$ cat src/rtl/pcc_pkg.sv
// ============================================================================
// pcc_pkg
// Shared constants for the Pearson correlation coefficient block.
// ============================================================================
package pcc_pkg;

    localparam int SAMPLE_W         = 16;
    localparam int CORR_W           = 16;
    localparam int COUNT_BITS_DEF   = 20;
    localparam int SAMPLE_BITS_DEF  = 16;
    localparam int FRAC_SHIFT       = 30;
    localparam int QUO_W            = FRAC_SHIFT + 1;
    localparam int ROOT_W           = 16;
    localparam int Q15_MAX          = 32767;

endpackage

$ cat src/rtl/pcc_in_if.sv
// ============================================================================
// pcc_in_if
// Input channel: one pair of samples per item, with a last-pair flag.
// ============================================================================
interface pcc_in_if;
    logic                                 valid;
    logic                                 ready;
    logic signed [pcc_pkg::SAMPLE_W-1:0]  sample_a;
    logic signed [pcc_pkg::SAMPLE_W-1:0]  sample_b;
    logic                                 last_pair;

    modport source (output valid, output sample_a, output sample_b, output last_pair,
                    input ready);
    modport sink   (input valid, input sample_a, input sample_b, input last_pair,
                    output ready);
endinterface

$ cat src/rtl/pcc_front.sv
// ============================================================================
// pcc_front
// Accumulates running sums, one pair per cycle while there is room; on the
// last pair pushes a snapshot of count and sums to the queue and clears them.
// ============================================================================
module pcc_front #(
    parameter int COUNT_BITS  = pcc_pkg::COUNT_BITS_DEF,
    parameter int SAMPLE_BITS = pcc_pkg::SAMPLE_BITS_DEF,
    parameter int SNAP_W      = (COUNT_BITS + 1) + 2 * (SAMPLE_BITS + COUNT_BITS + 1)
                                + 3 * (2 * SAMPLE_BITS + COUNT_BITS + 1)
)(
    input  logic              clk,
    input  logic              rst_n,
    pcc_in_if.sink            samples,
    input  logic              room,
    output logic              push,
    output logic [SNAP_W-1:0] snap
);

    localparam int NW = COUNT_BITS + 1;
    localparam int SW = SAMPLE_BITS + COUNT_BITS + 1;
    localparam int QW = 2 * SAMPLE_BITS + COUNT_BITS + 1;

    logic [NW-1:0]        cnt_reg, cnt_next;
    logic signed [SW-1:0] sa_reg, sa_next, sb_reg, sb_next;
    logic signed [QW-1:0] sab_reg, sab_next;
    logic [QW-1:0]        saa_reg, saa_next, sbb_reg, sbb_next;

    logic signed [SAMPLE_BITS-1:0]   a_s, b_s;
    logic signed [2*SAMPLE_BITS-1:0] ab, aa, bb;
    logic                            full, accept;

    assign a_s    = samples.sample_a[SAMPLE_BITS-1:0];
    assign b_s    = samples.sample_b[SAMPLE_BITS-1:0];
    assign ab     = a_s * b_s;
    assign aa     = a_s * a_s;
    assign bb     = b_s * b_s;
    assign full   = cnt_reg[NW-1];
    assign samples.ready = room;
    assign accept = samples.valid && room;
    assign push   = accept && samples.last_pair;

    always_comb
    begin
        if (full)
        begin
            cnt_next = cnt_reg;
            sa_next  = sa_reg;
            sb_next  = sb_reg;
            sab_next = sab_reg;
            saa_next = saa_reg;
            sbb_next = sbb_reg;
        end
        else
        begin
            cnt_next = cnt_reg + NW'(1);
            sa_next  = sa_reg + SW'(a_s);
            sb_next  = sb_reg + SW'(b_s);
            sab_next = sab_reg + QW'(ab);
            saa_next = saa_reg + QW'(aa);
            sbb_next = sbb_reg + QW'(bb);
        end
    end

    assign snap = {cnt_next, sa_next, sb_next, sab_next, saa_next, sbb_next};

    always_ff @(posedge clk or negedge rst_n)
    begin
        if (!rst_n)
        begin
            cnt_reg <= '0;
            sa_reg  <= '0;
            sb_reg  <= '0;
            sab_reg <= '0;
            saa_reg <= '0;
            sbb_reg <= '0;
        end
        else if (accept)
        begin
            if (samples.last_pair)
            begin
                cnt_reg <= '0;
                sa_reg  <= '0;
                sb_reg  <= '0;
                sab_reg <= '0;
                saa_reg <= '0;
                sbb_reg <= '0;
            end
            else
            begin
                cnt_reg <= cnt_next;
                sa_reg  <= sa_next;
                sb_reg  <= sb_next;
                sab_reg <= sab_next;
                saa_reg <= saa_next;
                sbb_reg <= sbb_next;
            end
        end
    end

endmodule

$ cat src/flat_wrapper.sv
// flat-port wrapper written by rule: the top's interface ports become plain ports
module pcc_front_flat 
#(
    parameter int COUNT_BITS  = pcc_pkg::COUNT_BITS_DEF,
    parameter int SAMPLE_BITS = pcc_pkg::SAMPLE_BITS_DEF,
    parameter int SNAP_W      = (COUNT_BITS + 1) + 2 * (SAMPLE_BITS + COUNT_BITS + 1)
                                + 3 * (2 * SAMPLE_BITS + COUNT_BITS + 1)
)
  (clk, rst_n, room, push, snap, samples_valid, samples_sample_a, samples_sample_b, samples_last_pair, samples_ready);
  pcc_in_if samples_i ();
  input  logic clk;
  input  logic rst_n;
  input  logic room;
  output logic push;
  output logic [SNAP_W-1:0] snap;
  input wire logic [$bits(samples_i.valid)-1:0] samples_valid;
  input wire logic [$bits(samples_i.sample_a)-1:0] samples_sample_a;
  input wire logic [$bits(samples_i.sample_b)-1:0] samples_sample_b;
  input wire logic [$bits(samples_i.last_pair)-1:0] samples_last_pair;
  output wire logic [$bits(samples_i.ready)-1:0] samples_ready;
  assign samples_i.valid = samples_valid;
  assign samples_i.sample_a = samples_sample_a;
  assign samples_i.sample_b = samples_sample_b;
  assign samples_i.last_pair = samples_last_pair;
  assign samples_ready = samples_i.ready;
  pcc_front #(.COUNT_BITS(COUNT_BITS), .SAMPLE_BITS(SAMPLE_BITS), .SNAP_W(SNAP_W)) u_core (.clk(clk), .rst_n(rst_n), .samples(samples_i), .room(room), .push(push), .snap(snap));
endmodule
$ cat config.mk
export PLATFORM = sky130hd
export DESIGN_NAME = pcc_front_flat
export DESIGN_NICKNAME = d
export VERILOG_FILES = /design/src/rtl/pcc_pkg.sv /design/src/rtl/pcc_in_if.sv /design/src/rtl/pcc_front.sv /design/src/flat_wrapper.sv
export SDC_FILE = /design/constraint.sdc
export NUM_CORES = 2
export LEC_CHECK = 0
export BUFFER_PORTS_ARGS = -buffer_cell sky130_fd_sc_hd__buf_2
export CORE_UTILIZATION = 25
export DETAILED_ROUTE_END_ITERATION = 16
export PLACE_DENSITY_LB_ADDON = 0.3
export SLEW_MARGIN = 5
export SYNTH_ARGS = -nofsm -noshare
export SYNTH_HDL_FRONTEND = slang
export SYNTH_SLANG_ARGS = --single-unit
export TNS_END_PERCENT = 5
$ cat constraint.sdc
create_clock -name clk -period 20.5 [get_ports clk]
set_clock_uncertainty 0.1 [all_clocks]
set_input_delay 4.1 -clock clk [delete_from_list [all_inputs] [get_ports clk]]
set_output_delay 4.1 -clock clk [all_outputs]
set_load 0.005 [all_outputs]
# Word level (Yosys, flattened, before mapping)
# Index checks and enable logic that the tools add are counted.
# Widths: inputs -> output; s select.
# op_classes
n_addsub	6
mul	3
muxes	12
n_reduce_logical	2
# ops
operator	n
$mux 53	6
$mux 37	4
$add 53x53->53	2
$mul 16x16->32	3
$add 37x16->37	2
$add 53x32->53	1
$mux 21	2
$add 21x1->21 const B	1
$logic_and 1x1->1	2
# totals
regBits	254
out_inout_bits	256
wordCells	29

# Logic depth before layout (Yosys ltp)
# depth
word_depth	4
depth_mapped	39
ltp_nobuf	37

# Worst setup path after synthesis
# Ideal clock, no wire load.
# synth_timing
kind	input to output
start	input port samples_sample_b[15]
end	output port snap[49]
arrival_ns	12.746
path_slack_ns	3.554
stages	35
n_path_buf	4
cell_sequence	clkbuf_1 clkbuf_1 buf_1 nand2_1 fa_1 inv_1 fa_1 fa_1 fa_1 fa_1 fa_1 ha_1 a21o_1 a21oi_1 nor2b_1 o21ai_0 nand2b_1 nor3_1 a21oi_1 a211oi_1 xor2_1 inv_1 ha_1 clkbuf_1 a21o_1 a21oi_1 o21bai_1 a21o_1 a21o_1 a21o_1 a21o_1 a311oi_1 o31a_1 xor2_1 o21ai_0
# synth_via
elab_chain_len	3
# synth_rtl
element	line_no	source
start: declaration	flat_wrapper.sv:18	input wire logic [$bits(samples_i.sample_b)-1:0] samples_sample_b;
$mul 16x16->32	pcc_front.sv:37	assign bb = b_s * b_s;
$add 53x53->53	pcc_front.sv:61	sbb_next = sbb_reg + QW'(bb);
$mux 53	pcc_front.sv:45	if (full)
end: declaration	flat_wrapper.sv:15	output logic [SNAP_W-1:0] snap;
# Every way passes these cells.

# Final worst setup path
# layout_timing
start	input port samples_sample_a[12]
end	output port snap[103]
# layout_via
elab_chain_len	3
# layout_rtl
element	line_no	source
start: declaration	flat_wrapper.sv:17	input wire logic [$bits(samples_i.sample_a)-1:0] samples_sample_a;
$mul 16x16->32	pcc_front.sv:36	assign aa = a_s * a_s;
$add 53x53->53	pcc_front.sv:60	saa_next = saa_reg + QW'(aa);
$mux 53	pcc_front.sv:45	
# Every way passes these cells.

==> results.sh <==
export IMPL_status="completed"
export IMPL_required_ns=16.30
export IMPL_die_h_microns=461
export IMPL_cts_buffers=40
export IMPL_synth_ff_type="dfrtp_1"
export IMPL_wl_mm=180
export IMPL_grt_antenna_before_repair=22
export IMPL_rsz0062_at_grt="false"
export IMPL_synthToLayoutAreaGrowth_pct=11.2
export IMPL_ys_seq_elements=254
export IMPL_period_share_pct=91.9
export IMPL_crit_type="input port to output pin"
export IMPL_hp_class="flop to flop"
export IMPL_timing_final_crit_period_ns=18.85
export IMPL_syn_cell_area_sq_um=52700
export IMPL_drtIter0Drc=2435
export IMPL_rrSetupSlack_ns=13.22
export IMPL_yosysSeqAreaShare_pct=12.1
export IMPL_hpwl_mm=142
export IMPL_post_cts_resized=0
export IMPL_globalplace_congestion=0.862
export IMPL_cp_start_kind="input port"
export IMPL_setup_viol=0
export IMPL_syn_instance_count=5988
export IMPL_first_pass_iters=5
export IMPL_worstPathArrival_ns=14.65
export IMPL_cpMaxStageDelayCell="a2111oi_0"
export IMPL_rows=168
export IMPL_vias=42600
export IMPL_crit_fanout=26
export IMPL_port_buffers=292
export IMPL_avgSynthCellArea_sq_um=8.80
export IMPL_cp_end_kind="output pin"
export IMPL_yosysWarnings=0
export IMPL_cts_tree="yes"
export IMPL_cts_hold_buf=0
export IMPL_coreArea_sq_um=210000
export IMPL_rr_worst_depth=20
export IMPL_max_cap_violations=0
export IMPL_htreeDepth=2
export IMPL_wl_per_cell_microns=20.0
export IMPL_drive_gt1_share_pct=7.92
export IMPL_die_w_microns=461
export IMPL_syn_nets=7374
export IMPL_cts_setup_buffers=0
export IMPL_synth_edf_count=0
export IMPL_vias_per_cell=4.75
export IMPL_grt_pass1_vias=44400
export IMPL_initial_utilization_pct=25.1
export IMPL_drc=0
export IMPL_max_clock_path_buffers=3
export IMPL_cts_sinks=254
export IMPL_grt_first_pass_wirelength_mm=277
export IMPL_holdPathStages=2
export IMPL_synthDistinctLibCells=78
export IMPL_tightestPinTransition_ns=1.21
export IMPL_grt_max_degree=106
export IMPL_io_pins=293
export IMPL_path_common_cell="fa_1"
export IMPL_ant_nets=0
export IMPL_clk_pin_slew_ns=0.06
export IMPL_cp_slowest_stage_delay_ns=0.91
export IMPL_timing_fmax_ghz=0.0531
export IMPL_clkLatencyLatePin_ns=0.65
export IMPL_tns_ns=0
export IMPL_grt_overflow=0
export IMPL_async_flop_share_pct=100
export IMPL_nNetsFinal=7509
export IMPL_grt_use_total_pct=17.2
export IMPL_maxSlewViolCount=0
export IMPL_cts_root_buf="clkbuf_16"
export IMPL_slew_headroom_pct=18.7
export IMPL_dieArea_sq_um=213000
export IMPL_hold_viol=0
through the flow:
| stage | hold WS (ns) | std cells | util, % | area (sq um) | setup slack, ns |
|---|---|---|---|---|---|
| floorplan | 0.376 | 5988 | - | 52700 | 3.55 |
| global placement | 0.391 | 8886 | 27.3 | 57200 | 1.91 |
| detailed placement | 0.403 | 8886 | 27.3 | 57200 | 1.79 |
| CTS | 0.418 | 8953 | 27.9 | 58600 | 1.68 |
| global route | 0.449 | 8957 | 27.9 | 58600 | 1.05 |
| finish | 0.417 | 8959 | 27.9 | 58600 | 1.65 |
per-layer routing:
metal,routed length (microns),track usage (%),part of all wire [%]
met5,16,0,0.0089
met1,79800,22.8,44
met4,5800,5.58,3.2
met2,85600,28.9,48
met3,8290,1.93,4.6
Yosys cell counts (22+ instances only):
| cell type | n | area, sq um |
|---|---|---|
| o31ai_1 | 25 | 188 |
| a21oi_1 | 239 | 1200 |
| xnor2_1 | 207 | 1810 |
| nand2b_1 | 43 | 269 |
| nor2b_1 | 37 | 231 |
| o21ai_0 | 398 | 1990 |
| o21a_1 | 32 | 240 |
| o221ai_1 | 33 | 289 |
| fa_1 | 850 | 17000 |
| ha_1 | 499 | 6240 |
| and2_1 | 172 | 1080 |
| a21o_1 | 146 | 1100 |
| nor3_1 | 35 | 175 |
| inv_1 | 1038 | 3900 |
| a211oi_1 | 22 | 165 |
| a31oi_1 | 35 | 219 |
| nand4_1 | 40 | 250 |
| nor2_1 | 214 | 803 |
| o21bai_1 | 51 | 383 |
| dfrtp_1 | 254 | 6360 |
| clkbuf_1 | 251 | 942 |
| nand3_1 | 80 | 400 |
| a22o_1 | 161 | 1410 |
| and3_1 | 37 | 231 |
| nand2_1 | 722 | 2710 |
| xor2_1 | 106 | 928 |
logic make-up (layout without fill, tap and decap cells):
kind of cell | after synthesis | in the layout | synth area share, %
flops | 254 | 254 | 12.1
compound gates | 1289 | 1289 | 16.1
mux | 28 | 28 | 0.575
simple gates | 1444 | 1444 | 12.5
buf+inv | 1311 | 1471 | 9.36
fa+ha+maj | 1349 | 1349 | 44.1
other cells | 0 | 6 | 0
xor+xnor | 313 | 313 | 5.20
cell usage in the layout (no fill, tap or decap), types with 22 or more instances in the layout:
master / Yosys / final
ha_1: 499 / 499
fa_1: 850 / 849
clkbuf_16: 0 / 41
nor2b_1: 37 / 37
a22o_1: 161 / 161
xor2_1: 106 / 106
and3_1: 37 / 37
a21o_1: 146 / 146
o21bai_1: 51 / 51
dfrtp_1: 254 / 253
nand4_1: 40 / 40
nand3_1: 80 / 79
a211oi_1: 22 / 22
buf_4: 2 / 64
xnor2_1: 207 / 206
o21a_1: 32 / 32
a21oi_1: 239 / 239
nor2_1: 214 / 211
inv_1: 1038 / 1038
o21ai_0: 398 / 398
a31oi_1: 35 / 35
nand2_1: 722 / 720
o31ai_1: 25 / 25
o221ai_1: 33 / 33
nor3_1: 35 / 35
nand2b_1: 43 / 43
buf_2: 1 / 291
and2_1: 172 / 172
worst paths after layout:
| path | from | to |
|---|---|---|
| worst max-delay path | samples_sample_a[12] | snap[103] |
| worst min-delay path | u_core.sa_reg[25]$_DFFE_PN0P_ | u_core.sa_reg[25]$_DFFE_PN0P_ |
| worst max register to register | u_core.sab_reg[15]$_DFFE_PN0P_ | u_core.sab_reg[34]$_DFFE_PN0P_ |
| worst min register to register | u_core.sa_reg[25]$_DFFE_PN0P_ | u_core.sa_reg[25]$_DFFE_PN0P_ |
| max in group asynchronous | rst_n | u_core.cnt_reg[20]$_DFFE_PN0P_ |
| min in group asynchronous | rst_n | u_core.sab_reg[40]$_DFFE_PN0P_ |
layout make-up:
type | count | area [sq um]
Antenna cell | 6 | 15.0
Clock buffer | 47 | 1080
Clock inverter | 20 | 274
Fill cell | 22600 | 151000
Inverter | 1048 | 3930
Multi-Input combinational cell | 4423 | 41400
Sequential cell | 254 | 6360
Tap cell | 2805 | 3510
Timing Repair Buffer | 356 | 1950
worst max-delay path: cells and delay by family:
kind / cells / cell delay (ns)
adder cells (fa/ha/maj): 8 / 3.71
XOR/XNOR: 3 / 0.75
AO/OA/AOI/OAI: 12 / 3.45
AND/OR/NAND/NOR: 5 / 1.13
buffers and inverters: 7 / 1.48
Power is left out: the tool's default activity adds up to more than one toggle a clock period on the data nets, which glitch-free logic cannot reach.
