### src/rtl/pcc_queue.sv
// ============================================================================
// pcc_queue
// Two-entry queue of image snapshots between front and back.
// ============================================================================
module pcc_queue #(
    parameter int W = 8
)(
    input  logic         clk,
    input  logic         rst_n,
    input  logic         push,
    input  logic [W-1:0] wr_data,
    output logic         room,
    input  logic         pop,
    output logic         rd_valid,
    output logic [W-1:0] rd_data
);

    logic [W-1:0] d_reg [2];
    logic         wr_ptr_reg, rd_ptr_reg;
    logic [1:0]   cnt_reg;

    assign room     = (cnt_reg != 2'd2);
    assign rd_valid = (cnt_reg != 2'd0);
    assign rd_data  = d_reg[rd_ptr_reg];

    always_ff @(posedge clk)
    begin
        if (push)
        begin
            d_reg[wr_ptr_reg] <= wr_data;
        end
    end

    always_ff @(posedge clk or negedge rst_n)
    begin
        if (!rst_n)
        begin
            wr_ptr_reg <= 1'b0;
            rd_ptr_reg <= 1'b0;
            cnt_reg    <= 2'd0;
        end
        else
        begin
            if (push)
            begin
                wr_ptr_reg <= ~wr_ptr_reg;
            end
            if (pop)
            begin
                rd_ptr_reg <= ~rd_ptr_reg;
            end
            if (push && !pop)
            begin
                cnt_reg <= cnt_reg + 2'd1;
            end
            else if (pop && !push)
            begin
                cnt_reg <= cnt_reg - 2'd1;
            end
        end
    end

endmodule

### config.mk
export PLATFORM = sky130hd
export DESIGN_NAME = pcc_queue
export DESIGN_NICKNAME = d
export VERILOG_FILES = /design/src/rtl/pcc_queue.sv
export SDC_FILE = /design/constraint.sdc
export NUM_CORES = 1
export LEC_CHECK = 0
export ABC_CLOCK_PERIOD_IN_PS = 3100
export BUFFER_PORTS_ARGS = -buffer_cell sky130_fd_sc_hd__buf_2
export CORE_MARGIN = 5
export CORE_UTILIZATION = 35
export DETAILED_ROUTE_END_ITERATION = 16
export HOLD_SLACK_MARGIN = 0.12
export PLACE_DENSITY_LB_ADDON = 0.3
export SKIP_CTS_REPAIR_TIMING = 1
export SYNTH_ARGS = -nofsm -noshare
export SYNTH_HDL_FRONTEND = slang
export SYNTH_SLANG_ARGS = --single-unit
### constraint.sdc
create_clock -name clk -period 3.1 [get_ports clk]
set_clock_uncertainty 0.15 [all_clocks]
set_input_delay 0.62 -clock clk [delete_from_list [all_inputs] [get_ports clk]]
set_output_delay 0.62 -clock clk [all_outputs]
set_load 0.02 [all_outputs]
## Word-level counts from Yosys, hierarchy flattened

Memories as Yosys holds them, arrays and structs flattened.
Index checks and enable logic that the tools add are counted.

- Add/subtract/negate cells: 2
- Eq/ne operators: 1
- Mux-type cells: 4
- Bitwise gates (word level): 2
- Reduce and logical (&&, ||, !) cells: 6

Operators with widths:

| cell | number |
|---|---|
| 2-to-1 mux 2 bit | 2 |
| nonzero test 2 bit | 2 |
| adder 2 x 1 -> 2 bit (second input constant) | 1 |
| logical AND 1 bit | 2 |
| zero test 1 bit | 2 |
| 2-to-1 mux 1 bit | 2 |
| != test 2 bit (second input constant) | 1 |
| NOT 1 bit | 2 |
| subtractor 2 x 1 -> 2 bit (second input constant) | 1 |

- Register bits after elaboration: 4
- RAM bits: 16
- Input port bits: 12
- Output and inout port bits: 10
- Logic and storage cells: 19
- Memories: 1

Memory list:

| name | words | bits a word | rd ports | clocked after Yosys merged registers in | wr ports | line | source |
|---|---|---|---|---|---|---|---|
| d_reg | 2 | 8 | 1 | 0 | 1 | 18 | `logic [W-1:0] d_reg [2];` |

## Logic depth before layout (Yosys ltp)

Gate-level depths: netlist of run 1.

- Word-level depth: 4
- Mapped depth: 5
- Gate-level depth less buffers: 5

## Worst setup path before layout of run 1

OpenSTA, ideal clock, no wires.

- Kind: reg2out
- Start: register rd_ptr_reg
- End: output rd_data[0]
- Arrival time: 0.826 ns
- Data required time: 2.330 ns
- Slack: 1.504 ns
- Cell stages (with the launch flop): 3
- Buffers on the path: 1
- Cell sequence: dfrtp_1 -> buf_6 -> mux2_4

- Cells in the longest elaborated chain, start to end: 1

Ends and longest elaborated chain:

| what | line | source |
|---|---|---|
| from (decl) | 19 | `logic wr_ptr_reg, rd_ptr_reg;` |
| from (signal assigned) | 50 | `rd_ptr_reg <= ~rd_ptr_reg;` |
| memory (2 x 8 bit) | - |  |
| to (decl) | 15 | `output logic [W-1:0] rd_data` |

Every way passes these cells.

## Worst setup path after layout of run 1

- Start: register rd_ptr_reg
- End: output rd_data[3]

Same word-level chain as after synthesis.

==> metrics list, run 1 <==
* Final setup vio count: 0
- Of the total synthesized cell area, the portion taken by AND, OR, NAND and NOR gates is 0.0359.
- Count of unique library cells instantiated by Yosys: 13
- Portion of the post-synthesis area used by sequential elements: 0.725
- Of the total synthesized cell area, the portion taken by XOR and XNOR cells is 0.0547.
* Post-layout nets: 80
* Highest-count cells in the layout ignoring fill and taps: sky130_fd_sc_hd__buf_2, sky130_fd_sc_hd__edfxtp_1, sky130_fd_sc_hd__mux2_4, sky130_fd_sc_hd__xor2_1, sky130_fd_sc_hd__dfrtp_1
- Count of pins over their slew limit: 0
- Of all nets on the critical path, the largest fanout is 9.
* R2R depth: 1
- Input and output buffers added on the ports amount to 21.
* Io pins: 22
* Area enclosed by the die boundary: 3340 um2
* DP HPWL: 866 um
- Via density: 4.28
* Instance area after placement: 930 um2
- Timing analysis after detailed placement gives a worst setup slack of 1160 ps.
* Number of synthesized register bits: 20
* Routed wire length on met2: 625 um
- The portion of synthesized area spent on multiplexers is 0.150.
- Clock latency on the worst-skew pair, taken at its later pin, is 290 ps.
- The area growth from synthesis to layout is 21.9%.
* Starting density of the core: 0.366
- Total gr overflow: 0
- Core Box Area: 2190 um2
- The number of global-route vias before repair came to 431.
* Required time reported for the critical path endpoint: 2330 ps
- Final worst path period share: 0.728
- The count of final hold-check violations was 0.
* Startpoint class of the critical path: register
* Gp weighted congestion: 0.664
- Vertical extent of the die: 57.8 um
- Residual antenna-violating net count after detailed routing: 0
- Worst-case hold slack: 345 ps
- The highest metal layer carrying signal wires in the routed design is met3.
* Worst hold path class: register to register
* Post-layout worst setup margin: 845 ps
* Data arrival time of the critical path: 1490 ps
* Number of search-and-repair iterations in the first detailed-routing pass: 4
* Clock Path Buffers: 2
* M1 wire length: 435 um
- Final wirelength: 1160 um
- The repair_antennas step left the layout with diodes totalling 0.
- Highest clock rate: 443 MHz
- Setup repair after global routing left no endpoint under its margin.
* # Max-Cap Violations: 0
- In this run the critical register-to-register path is captured at d_reg[0][4]$_DFFE_PP_.
- In the final timing run, aggregate negative setup slack is 0 ps.
* Result of the run: finished clean
* Number of nets in the synthesized netlist: 54
- By startpoint and endpoint, the worst setup path is classified as register to primary output.
- Post-route minimum period: 2260 ps
* Overall power consumption: 0.860 mW
* Number of instances in the synthesized netlist: 41
* Clock tree from TritonCTS: built
- Clock tree root driver cell: sky130_fd_sc_hd__clkbuf_4
- CTS HTree Levels: 1
- Post-synthesis share of cell area spent on full adders, half adders and majority gates: 0.0156
- The detailed router placed 402 vias in this run.
- Static Leak: 0.413 nW
- Number of flip-flops under the largest register name: 16
* Initial antenna violation count: 0
- The first global-routing pass estimated 1910 um of wire.
- GRT Util Overall: 0.0760
- The clock drives 20 sinks.
- The mapped netlist covers 801 um2.
* Most common library cell in the layout ignoring fill and taps: sky130_fd_sc_hd__buf_2
- In this run the critical register-to-register path is launched from wr_ptr_reg$_DFFE_PN0P_.
- Dividing the detail-routed wire length by the instance count gives 12.4 um.
- In the routed design, unresolved DRC markers number 0.
- Max-slew headroom at the worst pin: 0.532
* Pin count of the biggest net entering global routing: 12
* CTS Buf Count: 3
- Routed wire length on met3: 101 um
- Compound-cell area share of the yosys netlist: 0
- Rows: 17
* Average instance area after synthesis: 19.5 um2
- Actual transition at the worst max-transition pin: 701 ps
- After the first detailed-routing iteration, the DRC count stood at 9.
* Pwr per Cell Area: 882 nW/um2
* Area of all placed cells without fillers: 976 um2
* Capturing element type of the critical path: primary output
- Across the VDD grid, the largest voltage drop is 0.426 mV.
* Die Width: 57.8 um
- CTS clk-pin slew, worst paths: 110 ps
- During synthesis, Yosys emitted a total of 0 warnings.
- The critical path starts at rd_ptr_reg$_DFFE_PN0P_.
* Slack of the worst reg-to-reg path: 1620 ps
* Worst setup path endpoint: rd_data[3]
* Dominant combinational cell family by area after synthesis: multiplexers
- Share of final-layout standard cells stronger than drive strength 1: 0.500
kinds of logic after synthesis:
kind of cell,count (synthesis)
xor+xnor,5
fa+ha+maj,1
buf+inv,2
flops,20
mux,8
simple gates,5
Yosys cell counts:
master | n | area share
sky130_fd_sc_hd__or2_1 | 1 | 0.0078
sky130_fd_sc_hd__edfxtp_1 | 16 | 0.60
sky130_fd_sc_hd__ha_1 | 1 | 0.016
sky130_fd_sc_hd__nand2b_1 | 1 | 0.0078
sky130_fd_sc_hd__buf_6 | 1 | 0.014
sky130_fd_sc_hd__nor2b_1 | 1 | 0.0078
sky130_fd_sc_hd__mux2_4 | 8 | 0.15
sky130_fd_sc_hd__nor2_1 | 1 | 0.0047
sky130_fd_sc_hd__xor2_1 | 4 | 0.044
sky130_fd_sc_hd__xnor2_1 | 1 | 0.011
sky130_fd_sc_hd__dfrtp_1 | 4 | 0.13
sky130_fd_sc_hd__and2_1 | 1 | 0.0078
sky130_fd_sc_hd__inv_1 | 1 | 0.0047
worst min path at each step:
stage | end | from | cells after the start | slack, ps
2_1_floorplan | cnt_reg[0]$_DFFE_PN0P_ | rst_n | 0 | 170
3_3_place_gp | wr_ptr_reg$_DFFE_PN0P_ | rst_n | 1 | 280
3_5_place_dp | cnt_reg[0]$_DFFE_PN0P_ | rst_n | 1 | 280
4_1_cts | wr_ptr_reg$_DFFE_PN0P_ | rst_n | 1 | -50
5_1_grt | d_reg[1][1]$_DFFE_PP_ | wr_data[1] | 1 | 340
6_report | wr_ptr_reg$_DFFE_PN0P_ | wr_ptr_reg$_DFFE_PN0P_ | 1 | 340
per-layer routing:
layer | up-vias | GRT usage
met1 | 189 | 0.0843
met4 | 0 | 0.0397
met2 | 13 | 0.129
met3 | 0 | 0.0245
met5 | - | 0
li1 | 200 | -
critical path, stage by stage (launching register included):
cell	delay, ps
sky130_fd_sc_hd__dfrtp_1	700
sky130_fd_sc_hd__mux2_4	340
sky130_fd_sc_hd__buf_2	160
power breakdown:
group	switching, mW	leakage [nW]	internal [mW]
clock network	0.0733	0.0210	0.0715
logic	0.142	0.195	0.146
registers	0.0624	0.197	0.365
total	0.278	0.413	0.582
cell type report:
type                    count  area (um2)
repair buffers             22         115
multi-input cells          19         205
flip-flops and latches     20         581
clock buffers               4        36.3
inverters                   1        3.75
fillers                   201        1210
well taps                  28        35.0
metrics by stage:
step,instances,util
after global routing,94,0.445
after floorplan,41,-
final,94,0.445
after CTS,93,0.441
after detailed placement,89,0.424
after global placement,89,0.424
Note: power is estimated with default switching activity, not from simulation.
==> run 2, diff against run 1 <==
Settings changed: ABC_CLOCK_PERIOD_IN_PS 3100 to 1800.
Clock period 3.1 ns to 1.8 ns, I/O delays scaled along.
==> metrics list, run 2 (synthesis results as in run 1) <==
* Capturing element type of the critical path: primary output
- Cell type of the slowest stage on the worst timing path: sky130_fd_sc_hd__dfrtp_2
* Number of search-and-repair iterations in the first detailed-routing pass: 2
* Final setup vio count: 6
- Dividing total power by cell area gives a power density of 1410 nW/um2.
- The final reports fail on setup timing.
- The tool flagged a number of max-cap violations equal to 0.
- The setup check on the worst reg-to-reg path leaves a slack of 570 ps.
* Critical path, cell by cell: buf_6, mux2_4, buf_4
- R2R depth: 1
* Data arrival time of the critical path: 1310 ps
- The first global-routing pass estimated 2040 um of wire.
- CTS Buf Count: 3
- Hold timing on the final database bottoms out at a slack of 140 ps.
- Clock Path Buffers: 2
* Critical path peak fanout: 5
- Buffers added on ports: 21
- Number of flip-flops under the largest register name: 16
- The number of global-route vias before repair was 503.
- For this run, the total global-route usage over all layers was measured as 0.0793.
- Final wirelength: 1230 um
* Total gr overflow: 0
* Count of pins over their slew limit: 0
- In the post-route analysis, the smallest setup slack over all paths is -19.6 ps.
- Max-slew headroom at the worst pin: 0.753
- Highest-count cells in the layout ignoring fill and taps: sky130_fd_sc_hd__buf_2, sky130_fd_sc_hd__edfxtp_1, sky130_fd_sc_hd__dlygate4sd3_1, sky130_fd_sc_hd__mux2_4, sky130_fd_sc_hd__buf_6
- Timing analysis after detailed placement gives a worst setup slack of 121 ps.
* Vertical extent of the die: 57.8 um
- The region available for standard cell placement spans 2190 um2.
- The library cell used most frequently in the layout, excluding fill and tap cells, is sky130_fd_sc_hd__buf_2.
* Met3 global-route usage: 0.0223
- Worst setup path endpoint: rd_data[0]
- Worst hold path class: primary input to register
- Clock tree synthesis found a total of 20 sinks.
- Die Width: 57.8 um
- Buf/Inv on CP: 2
- Clock insertion delay at the later pin of the skew report: 280 ps
- Required time reported for the critical path endpoint: 1290 ps
- Area Overhead vs Synth: 39.4%
- Detailed routing inserted a total of 453 vias.
- The kind of cell with the highest combined delay along the critical path is flip-flops.
- The initial antenna violation count was 0.
- Dividing the detail-routed wire length by the instance count gives 11.5 um.
- Io pins: 22
* Setup repair after global routing missed its margin: yes
- Clock tree root driver cell: sky130_fd_sc_hd__clkbuf_4
* Met1 usage: 0.0942
* Drt drc: 0
* Max incr delay on CP: 440 ps
- Via density: 4.23
- In the global route stage, met2 resource usage came out at 0.135.
- TritonCTS built the clock tree.
- Type of the worst setup path: register to primary output
- Entering global routing, the biggest net connects 12 pins.
* Result of the run: complete, but fails checks
* Violation count after the first detailed-routing iteration: 2
* Starting density of the core: 0.366
- The startpoint identified for the worst register-to-register timing path is wr_ptr_reg$_DFFE_PN0P_.
* Area enclosed by the die boundary: 3340 um2
- Number of antenna diodes: 0
- Peak VDD IR: 0.648 mV
- Highest clock rate: 550 MHz
- At the pin with the least slew margin, the transition time is 371 ps.
- Clock-pin slew was measured on the worst setup and hold paths at 100 ps.
* Startpoint of the most critical setup path: rd_ptr_reg$_DFFE_PN0P_
- Static Leak: 0.473 nW
- The congestion estimate from routability-driven global placement came to 0.662.
- After floorplanning, the core was divided into 17 placement rows.
- Final worst path period share: 1.01
- Residual antenna-violating net count after detailed routing: 0
- Destination of the worst register-to-register timing path: d_reg[1][0]$_DFFE_PP_
- In this run the number of cells on the critical path is 3.
- The worst setup path is launched from a register.
* Share of final-layout standard cells stronger than drive strength 1: 0.468
* CTS HTree Levels: 1
- Post-layout nets: 93
- Post-route minimum period: 1820 ps
* Hold violation count in the final report: 0
* Global-route layer with the greatest usage: met2
## run 2: report_power, final
group	internal [mW]	switching [mW]
Sequential	0.631	0.0595
Combinational	0.365	0.316
Clock	0.0805	0.127
## run 2: layout make-up
| class | instances | area (um2) |
|---|---|---|
| Timing Repair Buffer | 35 | 264 |
| Fill cell | 185 | 1070 |
| Sequential cell | 20 | 582 |
| Multi-Input combinational cell | 19 | 205 |
| Inverter | 1 | 3.75 |
| Clock inverter | 1 | 3.75 |
| Tap cell | 28 | 35.0 |
| Clock buffer | 3 | 22.5 |
## run 2: metal layers
layer / part of all wire / up-vias
li1: - / 224
met3: 0.049 / 0
met1: 0.41 / 216
met5: 0 / -
met2: 0.54 / 13
met4: 0 / 0
## run 2: metrics by stage
stage                     instances   util  setup TNS (ps)  instance area [um2]  total power [mW]
final                           107  0.509           -66.7                 1120              1.58
after global routing            107  0.509            -314                 1120              1.67
after CTS                        94  0.440           -1660                  963              1.46
after detailed placement         90  0.428               0                  937              1.26
after global placement           90  0.428               0                  937              1.25
after floorplan                  41      -               0                  801              1.12
## run 2: worst min path at each step
stage	startpoint	to	slack, ps	cells past startpoint
2_1_floorplan	rst_n	cnt_reg[0]$_DFFE_PN0P_	-90	0
3_3_place_gp	rst_n	cnt_reg[1]$_DFFE_PN0P_	20	1
3_5_place_dp	rst_n	wr_ptr_reg$_DFFE_PN0P_	20	1
4_1_cts	rst_n	cnt_reg[1]$_DFFE_PN0P_	-300	1
5_1_grt	push	wr_ptr_reg$_DFFE_PN0P_	160	2
6_report	push	wr_ptr_reg$_DFFE_PN0P_	140	2
