### config.mk
export PLATFORM = sky130hd
export DESIGN_NAME = pcc_back_flat
export DESIGN_NICKNAME = d
export VERILOG_FILES = /design/src/rtl/pcc_pkg.sv /design/src/rtl/pcc_out_if.sv /design/src/rtl/pcc_mul.sv /design/src/rtl/pcc_back.sv /design/src/flat_wrapper.sv
export SDC_FILE = /design/constraint.sdc
export NUM_CORES = 2
export LEC_CHECK = 0
export BUFFER_PORTS_ARGS = -buffer_cell sky130_fd_sc_hd__buf_2
export CORE_MARGIN = 2
export CORE_UTILIZATION = 42
export DETAILED_ROUTE_END_ITERATION = 10
export GPL_ROUTABILITY_DRIVEN = 0
export PLACE_DENSITY_LB_ADDON = 0.05
export SLEW_MARGIN = 20
export SYNTH_ARGS = -nofsm -noshare
export SYNTH_HDL_FRONTEND = slang
export SYNTH_SLANG_ARGS = --single-unit
### constraint.sdc
create_clock -name clk -period 8.5 [get_ports clk]
set_input_delay 0.85 -clock clk [delete_from_list [all_inputs] [get_ports clk]]
set_output_delay 0.85 -clock clk [all_outputs]
set_load 0.1 [all_outputs]
### src/rtl/pcc_pkg.sv
// ============================================================================
// pcc_pkg
// Shared constants for the Pearson correlation coefficient block.
// ============================================================================
package pcc_pkg;

    localparam int SAMPLE_W         = 16;
    localparam int CORR_W           = 16;
    localparam int COUNT_BITS_DEF   = 20;
    localparam int SAMPLE_BITS_DEF  = 16;
    localparam int FRAC_SHIFT       = 30;
    localparam int QUO_W            = FRAC_SHIFT + 1;
    localparam int ROOT_W           = 16;
    localparam int Q15_MAX          = 32767;

endpackage

### src/rtl/pcc_out_if.sv
// ============================================================================
// pcc_out_if
// Result channel: correlation in Q1.15 and the pair count of the image.
// ============================================================================
interface pcc_out_if #(
    parameter int CNT_W = pcc_pkg::COUNT_BITS_DEF + 1
);
    logic                               valid;
    logic                               ready;
    logic signed [pcc_pkg::CORR_W-1:0]  correlation;
    logic        [CNT_W-1:0]            pair_count;

    modport source (output valid, output correlation, output pair_count, input ready);
    modport sink   (input valid, input correlation, input pair_count, output ready);
endinterface

### src/rtl/pcc_mul.sv
// ============================================================================
// pcc_mul
// Serial shift-add multiplier, one multiplier bit per cycle.
// ============================================================================
module pcc_mul #(
    parameter int PW = 76
)(
    input  logic            clk,
    input  logic            rst_n,
    input  logic            start,
    input  logic [PW-1:0]   a,
    input  logic [PW-1:0]   b,
    output logic            done,
    output logic [2*PW-1:0] product
);

    localparam int CW = $clog2(PW + 1);

    logic [2*PW-1:0] mcand_reg, acc_reg;
    logic [PW-1:0]   mplier_reg;
    logic [CW-1:0]   cnt_reg;
    logic            busy_reg;

    assign done    = busy_reg && (cnt_reg == '0);
    assign product = acc_reg;

    always_ff @(posedge clk)
    begin
        if (start)
        begin
            mcand_reg  <= (2*PW)'(a);
            mplier_reg <= b;
            acc_reg    <= '0;
        end
        else if (busy_reg && (cnt_reg != '0))
        begin
            if (mplier_reg[0])
            begin
                acc_reg <= acc_reg + mcand_reg;
            end
            mcand_reg  <= mcand_reg << 1;
            mplier_reg <= mplier_reg >> 1;
        end
    end

    always_ff @(posedge clk or negedge rst_n)
    begin
        if (!rst_n)
        begin
            busy_reg <= 1'b0;
            cnt_reg  <= '0;
        end
        else if (start)
        begin
            busy_reg <= 1'b1;
            cnt_reg  <= CW'(PW);
        end
        else if (busy_reg)
        begin
            if (cnt_reg == '0)
            begin
                busy_reg <= 1'b0;
            end
            else
            begin
                cnt_reg <= cnt_reg - CW'(1);
            end
        end
    end

endmodule

### src/rtl/pcc_back.sv
// ============================================================================
// pcc_back
// Per-image sequencer: numerator and variance terms through the shared
// multiplier, restoring division, bitwise square root, Q1.15 result.
// ============================================================================
module pcc_back #(
    parameter int COUNT_BITS  = pcc_pkg::COUNT_BITS_DEF,
    parameter int SAMPLE_BITS = pcc_pkg::SAMPLE_BITS_DEF,
    parameter int SNAP_W      = (COUNT_BITS + 1) + 2 * (SAMPLE_BITS + COUNT_BITS + 1)
                                + 3 * (2 * SAMPLE_BITS + COUNT_BITS + 1)
)(
    input  logic              clk,
    input  logic              rst_n,
    input  logic              snap_valid,
    input  logic [SNAP_W-1:0] snap,
    output logic              pop,
    pcc_out_if.source         result
);

    localparam int NW = COUNT_BITS + 1;
    localparam int SW = SAMPLE_BITS + COUNT_BITS + 1;
    localparam int QW = 2 * SAMPLE_BITS + COUNT_BITS + 1;
    localparam int PW = 2 * (SAMPLE_BITS + COUNT_BITS) + 4;
    localparam int RW = 2 * PW + pcc_pkg::FRAC_SHIFT;
    localparam int QUO_W = pcc_pkg::QUO_W;
    localparam int RT_W  = pcc_pkg::ROOT_W;
    localparam int CRW   = pcc_pkg::CORR_W;

    localparam logic [2:0] S_IDLE     = 3'd0;
    localparam logic [2:0] S_MUL_GO   = 3'd1;
    localparam logic [2:0] S_MUL_WAIT = 3'd2;
    localparam logic [2:0] S_NUM      = 3'd3;
    localparam logic [2:0] S_DIV      = 3'd4;
    localparam logic [2:0] S_SQRT     = 3'd5;
    localparam logic [2:0] S_FIN      = 3'd6;
    localparam logic [2:0] S_OUT      = 3'd7;

    localparam logic [2:0] OP_NSAB = 3'd0;
    localparam logic [2:0] OP_SASB = 3'd1;
    localparam logic [2:0] OP_NSAA = 3'd2;
    localparam logic [2:0] OP_SASA = 3'd3;
    localparam logic [2:0] OP_NSBB = 3'd4;
    localparam logic [2:0] OP_SBSB = 3'd5;
    localparam logic [2:0] OP_VAVB = 3'd6;
    localparam logic [2:0] OP_NUM2 = 3'd7;

    logic [2:0]      state_reg, op_reg;
    logic [4:0]      step_reg;
    logic [NW-1:0]   n_reg;
    logic [SW-1:0]   sa_mag_reg, sb_mag_reg;
    logic [QW-1:0]   sab_mag_reg, saa_reg, sbb_reg;
    logic            neg1_reg, neg2_reg, neg_reg;
    logic [PW-1:0]   res_reg [6];
    logic [PW-1:0]   num_reg;
    logic [2*PW-1:0] den_reg;
    logic [RW-1:0]   rem_reg, dsr_reg;
    logic [QUO_W-1:0] quo_reg;
    logic [RT_W-1:0] root_reg, bit_reg;
    logic signed [CRW-1:0] corr_reg;

    logic [NW-1:0]        s_n;
    logic signed [SW-1:0] s_sa, s_sb;
    logic signed [QW-1:0] s_sab;
    logic [QW-1:0]        s_saa, s_sbb;

    logic            mul_start, mul_done;
    logic [PW-1:0]   mul_a, mul_b;
    logic [2*PW-1:0] mul_p;

    logic signed [PW+1:0] t1_s, t2_s, num_s;
    logic [PW+1:0]        num_abs;
    logic [RT_W-1:0]      trial;
    logic [2*RT_W-1:0]    trial_sq;
    logic [CRW-1:0]       mag;

    assign {s_n, s_sa, s_sb, s_sab, s_saa, s_sbb} = snap;

    always_comb
    begin
        case (op_reg)
            OP_NSAB: begin mul_a = PW'(n_reg);      mul_b = PW'(sab_mag_reg); end
            OP_SASB: begin mul_a = PW'(sa_mag_reg); mul_b = PW'(sb_mag_reg);  end
            OP_NSAA: begin mul_a = PW'(n_reg);      mul_b = PW'(saa_reg);     end
            OP_SASA: begin mul_a = PW'(sa_mag_reg); mul_b = PW'(sa_mag_reg);  end
            OP_NSBB: begin mul_a = PW'(n_reg);      mul_b = PW'(sbb_reg);     end
            OP_SBSB: begin mul_a = PW'(sb_mag_reg); mul_b = PW'(sb_mag_reg);  end
            OP_VAVB: begin mul_a = res_reg[2] - res_reg[3]; mul_b = res_reg[4] - res_reg[5]; end
            default: begin mul_a = num_reg;         mul_b = num_reg;          end
        endcase
    end

    assign mul_start = (state_reg == S_MUL_GO);

    pcc_mul #(.PW(PW)) u_mul (
        .clk     (clk),
        .rst_n   (rst_n),
        .start   (mul_start),
        .a       (mul_a),
        .b       (mul_b),
        .done    (mul_done),
        .product (mul_p)
    );

    assign t1_s    = neg1_reg ? -$signed((PW+2)'(res_reg[0])) : $signed((PW+2)'(res_reg[0]));
    assign t2_s    = neg2_reg ? -$signed((PW+2)'(res_reg[1])) : $signed((PW+2)'(res_reg[1]));
    assign num_s   = t1_s - t2_s;
    assign num_abs = num_s[PW+1] ? (PW+2)'(-num_s) : (PW+2)'(num_s);

    assign trial    = root_reg | bit_reg;
    assign trial_sq = trial * trial;
    assign mag      = root_reg[RT_W-1] ? CRW'(pcc_pkg::Q15_MAX) : CRW'(root_reg);

    assign pop                = (state_reg == S_IDLE) && snap_valid;
    assign result.valid       = (state_reg == S_OUT);
    assign result.correlation = corr_reg;
    assign result.pair_count  = n_reg;

    always_ff @(posedge clk)
    begin
        if (pop)
        begin
            n_reg       <= s_n;
            sa_mag_reg  <= s_sa[SW-1] ? SW'(-s_sa) : SW'(s_sa);
            sb_mag_reg  <= s_sb[SW-1] ? SW'(-s_sb) : SW'(s_sb);
            sab_mag_reg <= s_sab[QW-1] ? QW'(-s_sab) : QW'(s_sab);
            saa_reg     <= s_saa;
            sbb_reg     <= s_sbb;
            neg1_reg    <= s_sab[QW-1];
            neg2_reg    <= s_sa[SW-1] ^ s_sb[SW-1];
        end
        if ((state_reg == S_MUL_WAIT) && mul_done)
        begin
            case (op_reg)
                OP_VAVB: den_reg <= mul_p;
                OP_NUM2:
                begin
                    rem_reg <= {mul_p, {pcc_pkg::FRAC_SHIFT{1'b0}}};
                    dsr_reg <= {den_reg, {pcc_pkg::FRAC_SHIFT{1'b0}}};
                end
                default: res_reg[op_reg] <= mul_p[PW-1:0];
            endcase
        end
        case (state_reg)
            S_NUM:
            begin
                num_reg  <= num_abs[PW-1:0];
                neg_reg  <= num_s[PW+1];
                corr_reg <= '0;
            end
            S_DIV:
            begin
                if (rem_reg >= dsr_reg)
                begin
                    rem_reg <= rem_reg - dsr_reg;
                    quo_reg <= {quo_reg[QUO_W-2:0], 1'b1};
                end
                else
                begin
                    quo_reg <= {quo_reg[QUO_W-2:0], 1'b0};
                end
                dsr_reg <= dsr_reg >> 1;
            end
            S_SQRT:
            begin
                if (trial_sq <= (2*RT_W)'(quo_reg))
                begin
                    root_reg <= trial;
                end
                bit_reg <= bit_reg >> 1;
            end
            S_FIN:
            begin
                corr_reg <= neg_reg ? -$signed(mag) : $signed(mag);
            end
            default:
            begin
                root_reg <= '0;
                bit_reg  <= {1'b1, {(RT_W-1){1'b0}}};
            end
        endcase
    end

    always_ff @(posedge clk or negedge rst_n)
    begin
        if (!rst_n)
        begin
            state_reg <= S_IDLE;
            op_reg    <= OP_NSAB;
            step_reg  <= '0;
        end
        else
        begin
            case (state_reg)
                S_IDLE:
                begin
                    if (snap_valid)
                    begin
                        op_reg    <= OP_NSAB;
                        state_reg <= S_MUL_GO;
                    end
                end
                S_MUL_GO:
                begin
                    state_reg <= S_MUL_WAIT;
                end
                S_MUL_WAIT:
                begin
                    if (mul_done)
                    begin
                        if (op_reg == OP_SASB)
                        begin
                            state_reg <= S_NUM;
                        end
                        else if (op_reg == OP_NUM2)
                        begin
                            step_reg  <= 5'(QUO_W - 1);
                            state_reg <= S_DIV;
                        end
                        else
                        begin
                            op_reg    <= op_reg + 3'd1;
                            state_reg <= S_MUL_GO;
                        end
                    end
                end
                S_NUM:
                begin
                    if (num_s == '0)
                    begin
                        state_reg <= S_OUT;
                    end
                    else
                    begin
                        op_reg    <= OP_NSAA;
                        state_reg <= S_MUL_GO;
                    end
                end
                S_DIV:
                begin
                    step_reg <= step_reg - 5'd1;
                    if (step_reg == '0)
                    begin
                        state_reg <= S_SQRT;
                    end
                end
                S_SQRT:
                begin
                    if (bit_reg[0])
                    begin
                        state_reg <= S_FIN;
                    end
                end
                S_FIN:
                begin
                    state_reg <= S_OUT;
                end
                S_OUT:
                begin
                    if (result.ready)
                    begin
                        state_reg <= S_IDLE;
                    end
                end
                default:
                begin
                    state_reg <= S_IDLE;
                end
            endcase
        end
    end

endmodule

### src/flat_wrapper.sv
// flat-port wrapper written by rule: the top's interface ports become plain ports
module pcc_back_flat 
#(
    parameter int COUNT_BITS  = pcc_pkg::COUNT_BITS_DEF,
    parameter int SAMPLE_BITS = pcc_pkg::SAMPLE_BITS_DEF,
    parameter int SNAP_W      = (COUNT_BITS + 1) + 2 * (SAMPLE_BITS + COUNT_BITS + 1)
                                + 3 * (2 * SAMPLE_BITS + COUNT_BITS + 1)
)
  (clk, rst_n, snap_valid, snap, pop, result_valid, result_correlation, result_pair_count, result_ready);
  pcc_out_if result_i ();
  input  logic clk;
  input  logic rst_n;
  input  logic snap_valid;
  input  logic [SNAP_W-1:0] snap;
  output logic pop;
  output wire logic [$bits(result_i.valid)-1:0] result_valid;
  output wire logic [$bits(result_i.correlation)-1:0] result_correlation;
  output wire logic [$bits(result_i.pair_count)-1:0] result_pair_count;
  input wire logic [$bits(result_i.ready)-1:0] result_ready;
  assign result_valid = result_i.valid;
  assign result_correlation = result_i.correlation;
  assign result_pair_count = result_i.pair_count;
  assign result_i.ready = result_ready;
  pcc_back #(.COUNT_BITS(COUNT_BITS), .SAMPLE_BITS(SAMPLE_BITS), .SNAP_W(SNAP_W)) u_core (.clk(clk), .rst_n(rst_n), .snap_valid(snap_valid), .snap(snap), .pop(pop), .result(result_i));
endmodule
* After elaboration in Yosys (flattened, before gate mapping)
Memories as Yosys holds them, arrays and structs flattened.
Index checks and enable logic that the tools add are counted.
** Cells by class
- Add/sub/neg operators :: 15
- $mul :: 1
- $lt $le $gt $ge :: 2
- Equal/unequal tests :: 25
- Multiplexer cells :: 54
- Bitwise logic cells :: 3
- Reduce and logical (&&, ||, !) cells :: 31
** Operators by type and width (count)
- $mux W182 :: 4
- $mux W181 :: 3
- $pmux W76 S6 :: 1
- $mux W76 :: 5
- $pmux W76 S4 :: 1
- $ge A182 B182 Y1 :: 1
- $sub A182 B182 Y182 :: 1
- $mux W78 :: 2
- $neg A76 Y78 :: 2
- $add A152 B152 Y152 :: 1
- $sub A76 B76 Y76 :: 2
- $pmux W16 S2 :: 3
- $logic_not A78 Y1 :: 1
- $sub A78 B78 Y78 :: 1
- $neg A76 Y76 :: 1
- $neg A37 Y37 :: 2
- $mux W36 :: 2
- $neg A53 Y53 :: 1
- $mux W52 :: 1
- $mux W3 :: 13
- $le A32 B31 Y1 :: 1
- $mul A16 B16 Y32 :: 1
- $mux W16 :: 2
- $eq A3 B3 Y1 const B :: 8
- other kinds (31) :: 71
** Word-level totals
- Bits in registers :: 1327
- RAM bits :: 456
- Input port bits :: 258
- Output and inout bits :: 39
- Logic and storage cells :: 162
- Memories kept :: 1
** Memory list
- u_core.res_reg :: depth 6, width 76, read ports 6, clocked after memory_dff 0, write ports 1, RTL line pcc_back.sv:53 : logic [PW-1:0] res_reg [6];

* Depth between registers and ports, before layout
An unclocked memory read counts as a cell.
- Depth after elaboration :: 7
- Gate-level depth with buffers :: 42
- Depth with buffers taken out :: 41

* Cells and area by module
Synthesis repeated with hierarchy kept, for this count alone.
** Second synthesis, totals
- Cell total of the unflattened synthesis :: 12371
- Area, all modules :: 116641.9 um2
** Modules (own cells, without submodules)
- pcc_back :: times used 1, cells each 9433, area an instance 91796.8 um2, seq. area each 40003.4 um2
- pcc_mul :: times used 1, cells each 2938, area an instance 24845.1 um2, seq. area each 9328.9 um2

* Least setup slack after synthesis
No wires, ideal clock.
- Path kind :: register to register
- Start point :: register u_core.root_reg[4]
- End point :: register u_core.root_reg[0] (enable)
- Library setup time :: 0.413 ns
- Arrival :: 8.993 ns
- Data required time :: 8.087 ns
- Slack :: -0.906 ns
- Stages on the path, launching flop included :: 33
- Path buffers :: 2
- Clock period less this slack :: 9.406 ns
- Cell sequence :: edfxtp_1 -> or2_2 -> clkbuf_1 -> clkbuf_1 -> nand2_1 -> fa_1 -> fa_1 -> inv_1 -> fa_1 -> fa_1 -> fa_1 -> inv_1 -> fa_1 -> inv_1 -> ha_1 -> or2_2 -> a21oi_1 -> a31o_2 -> nor2b_1 -> a31o_2 -> o31a_1 -> a221o_1 -> a21o_1 -> a211o_1 -> a21oi_1 -> xnor2_1 -> ha_1 -> nand4b_1 -> nor4_1 -> nand2_1 -> a221oi_1 -> o21ai_0 -> nor3b_1
** On the way
- Longest elaborated chain between the ends :: 5
** Ends and longest elaborated chain
- from (decl) :: RTL line pcc_back.sv:58 : logic [RT_W-1:0] root_reg, bit_reg;
- from (signal assigned) :: RTL line pcc_back.sv:167 : root_reg <= trial;
- $or A16 B16 Y16 :: RTL line pcc_back.sv:109 : assign trial = root_reg | bit_reg;
- $mul A16 B16 Y32 :: RTL line pcc_back.sv:110 : assign trial_sq = trial * trial;
- $le A32 B31 Y1 :: RTL line pcc_back.sv:165 : if (trial_sq <= (2*RT_W)'(quo_reg))
- $ne A2 B1 Y1 (no line)
- $reduce_and A2 Y1 (no line)
Every way passes these cells.
A chain may end at the register's enable or synchronous reset.

* Worst setup path after layout
- Start point :: register u_core.root_reg[9]
- End point :: register u_core.root_reg[10] (enable)
Same word-level chain as after synthesis.

==> summary.txt <==
Clock tree
  • TritonCTS clock tree: yes
  • Clk slew on worst S/H paths: 60 ps
  • CTS Sinks: 1783
  • Clock Latency Late Sink: 900 ps
  • H-tree lvl count: 4
  • Clk root buf: clkbuf_16
  • Number of CTS-inserted buffers: 211
  • Clock Tree Buf Depth: 4

Timing
  • Fmax: 0.120 GHz
  • Final hold vios: 0
  • Fin crit period: 8320 ps
  • Worst relative slew slack: 0.161
  • Final slew viol count: 0
  • RSZ-0062 raised after global routing: true
  • Clock skew: 58.3 ps
  • Actual slew at the worst max-slew pin: 1250 ps
  • Final setup viols: 0
  • Tcrit/Tclk final: 0.979

Flow run
  • MaxCap Viol Count: 0

Place
  • PortBufs: 296
  • Placed inst area: 0.121 sq mm
  • Post-DP HPWL: 297 mm
  • Inst Count DP: 15800

Final layout
  • Filler cell count: 25900
  • Cell area after layout: 0.129 sq mm
  • Largest register FFs: 456
  • Area grow syn2layout: 11.5%
  • Ratio of cells with drive above 1 in the final layout: 0.0915
  • Post-Layout Cell Count: 16200
  • Nets: 13600

Synthesis
  • Yosys cell types: 101
  • Yosys reg bits: 1783
  • Mapped cell area: 0.115 sq mm
  • Yosys Warn Count: 0
  • Sequential share of the synthesized area: 0.428
  • EDFF count, synth: 1353
  • Dominant synthesized flop cell: edfxtp_1
  • Post-Syn Nets: 13400
  • Count of mapped cells out of synthesis: 12300
  • Syn avg cell area: 9.37 sq um
  • Ys async rst share: 0.0107

Detailed routing
  • Via count: 95500
  • Post-route ant nets: 0
  • DRT Pass-1 Iters: 8
  • Drt drc: 0
  • Drt via density: 5.89
  • Routed WL: 387 mm
  • Routed WL per cell: 23.9 um
  • DRT iter0 DRCs: 9389

Status
  • Status: complete, no violations

Power
  • Peak supply drop: 1.69 mV
  • Pwr Density: 425 mW/mm^2
  • Leak: 52.2 nW

Critical path
  • CP arrival: 8910 ps
  • R2R Setup Slk: 180 ps
  • CP required: 9090 ps
  • Worst setup path endpoint: u_core.root_reg[10]
  • Worst Path Buf+Inv: 11
  • CP Launch Type: register
  • Crit-path slowest cell: fa_1
  • Crit-path max FO: 8
  • R2R depth: 36
  • Worst R2R End: u_core.root_reg[10]
  • Crit-path leading delay family: adder cells
  • CP max stage delay: 530 ps
  • Reg2reg start: u_core.root_reg[9]
  • CP startpoint: u_core.root_reg[9]
  • Total stage count of the critical path: 36
  • CP Class: register to register
  • Critical Path Sink Type: register

Floorplan
  • Die area: 0.279 sq mm
  • Initial cell density of the core: 0.422
  • Core area: 0.273 sq mm
  • Die Span X: 528 um
  • Row count: 192
  • I/O Pins: 297
  • Die Ht: 528 um

Global routing
  • Vias in the first global route: 91600
  • Remaining global-route overflow: 0
  • Largest net degree at the start of global routing: 149
  • Initial antenna violation count: 14
  • Total GRT Usage: 0.270
  • First-pass GRT wire length: 581 mm

Hold path
  • Min-Delay Path Class: input pin to register
report_power, final:
group	switching [mW]	internal (mW)	total [mW]
Clock	3.89	5.34	9.22
Combinational	19.3	14.0	33.2
Sequential	1.08	11.1	12.1
repair_timing:
item,4_1_cts,5_1_grt
gates cloned,1,0
setup endpoints to repair,16,41
endpoints found under the hold margin,19,0
pin swaps,26,84
gates resized for setup,32,81
hold buffers,1,0
buffers inserted,9,17
worst min path at each step:
stage / cells after the start / slack, ps / start / endpoint
6_report: 1 / 120 / snap[237] / u_core.result.pair_count[4]
5_1_grt: 1 / 70 / snap[77] / u_core.saa_reg[24]
4_1_cts: 1 / 40 / snap[237] / u_core.result.pair_count[4]
3_5_place_dp: 0 / 440 / u_core.quo_reg[17] / u_core.quo_reg[18]
3_3_place_gp: 0 / 440 / u_core.quo_reg[4] / u_core.quo_reg[5]
2_1_floorplan: 0 / 430 / u_core.quo_reg[9] / u_core.quo_reg[10]
synthesized netlist by cell type, types with 132 or more instances:
library cell | instances | area (sq um)
xnor2_1 | 577 | 5050
xor2_1 | 327 | 2860
nor2_1 | 743 | 2790
a21o_1 | 324 | 2430
nor3_1 | 150 | 751
nand2_1 | 1558 | 5850
fa_1 | 167 | 3340
ha_1 | 704 | 8810
a21oi_1 | 1131 | 5660
nand3_1 | 153 | 766
inv_1 | 821 | 3080
o21ai_0 | 1054 | 5280
dfxtp_1 | 411 | 8230
clkbuf_1 | 592 | 2220
o21bai_1 | 177 | 1330
nand4_1 | 259 | 1620
o31ai_1 | 132 | 991
edfxtp_1 | 1353 | 40600
mux2i_1 | 154 | 1540
layer usage:
metal,up-vias,GRT usage,part of all wire
met1,46700,0.371,0.44
met2,3293,0.429,0.45
met4,12,0.0927,0.038
met3,625,0.0457,0.068
met5,-,0,0.00022
li1,44800,-,-
per-stage QoR:
stage | setup WS (ps) | hold WS, ps | TNS [ps] | utilization | total power, mW
after global placement | -256 | 436 | -4080 | 0.442 | 43.0
after global routing | -118 | 68.2 | -1650 | 0.470 | 59.2
after detailed placement | -252 | 442 | -4000 | 0.442 | 43.0
after floorplan | -689 | 426 | -104690 | - | 33.6
after CTS | 0.892 | 41.1 | 0 | 0.469 | 53.2
final | 180 | 117 | 0 | 0.470 | 54.6
cell usage in the layout, fill, tap and decap left out, drive strengths merged, types with 75 or more instances in the layout:
master	instances
or4	76
clkinv	89
nand2b	82
clkbuf	273
nand2	1558
nand3	154
ha	704
a21oi	1132
xor2	327
mux2i	154
a221oi	88
a31oi	96
edfxtp	1353
nor2	744
o31ai	132
fa	167
or3	90
o21bai	177
dfxtp	411
xnor2	577
and3	75
mux2	76
inv	827
o21ai	1059
a21o	324
nor2b	90
buf	557
a221o	84
nor3	152
nand4	259
worst register-to-register path, delay by kind of cell, from the launching register on:
| kind | cells | cell delay [ps] |
|---|---|---|
| adder cells (fa/ha/maj) | 8 | 3550 |
| AND/OR/NAND/NOR | 5 | 710 |
| flip-flops | 1 | 390 |
| buffers and inverters | 11 | 880 |
| XOR/XNOR | 1 | 160 |
| AO/OA/AOI/OAI | 11 | 2320 |
cells by family (layout without fill, tap and decap cells):
| group | Yosys count | count (layout) | share of synthesized area |
|---|---|---|---|
| AOI/OAI and AO/OA | 3564 | 3564 | 0.190 |
| and+or+nand+nor | 3492 | 3492 | 0.139 |
| DFF | 1783 | 1783 | 0.428 |
| buffers and inverters | 1461 | 1781 | 0.0478 |
| xor gates and xnor gates | 904 | 904 | 0.0687 |
| adders and majority gates | 872 | 872 | 0.106 |
| muxes | 230 | 230 | 0.0208 |
| other | 0 | 5 | 0 |
area by class of cell:
cell class	count	area, sq um	share of cell area
Timing Repair Buffer	559	3650	0.0284
Inverter	829	3120	0.0243
Multi-Input combinational cell	9062	61000	0.474
Clock inverter	121	1260	0.00980
Clock buffer	272	5670	0.0441
Antenna cell	5	12.5	0.0000973
Tap cell	3589	4490	0.0349
Sequential cell	1783	49300	0.384
Note: power is estimated with default switching activity, not from simulation.
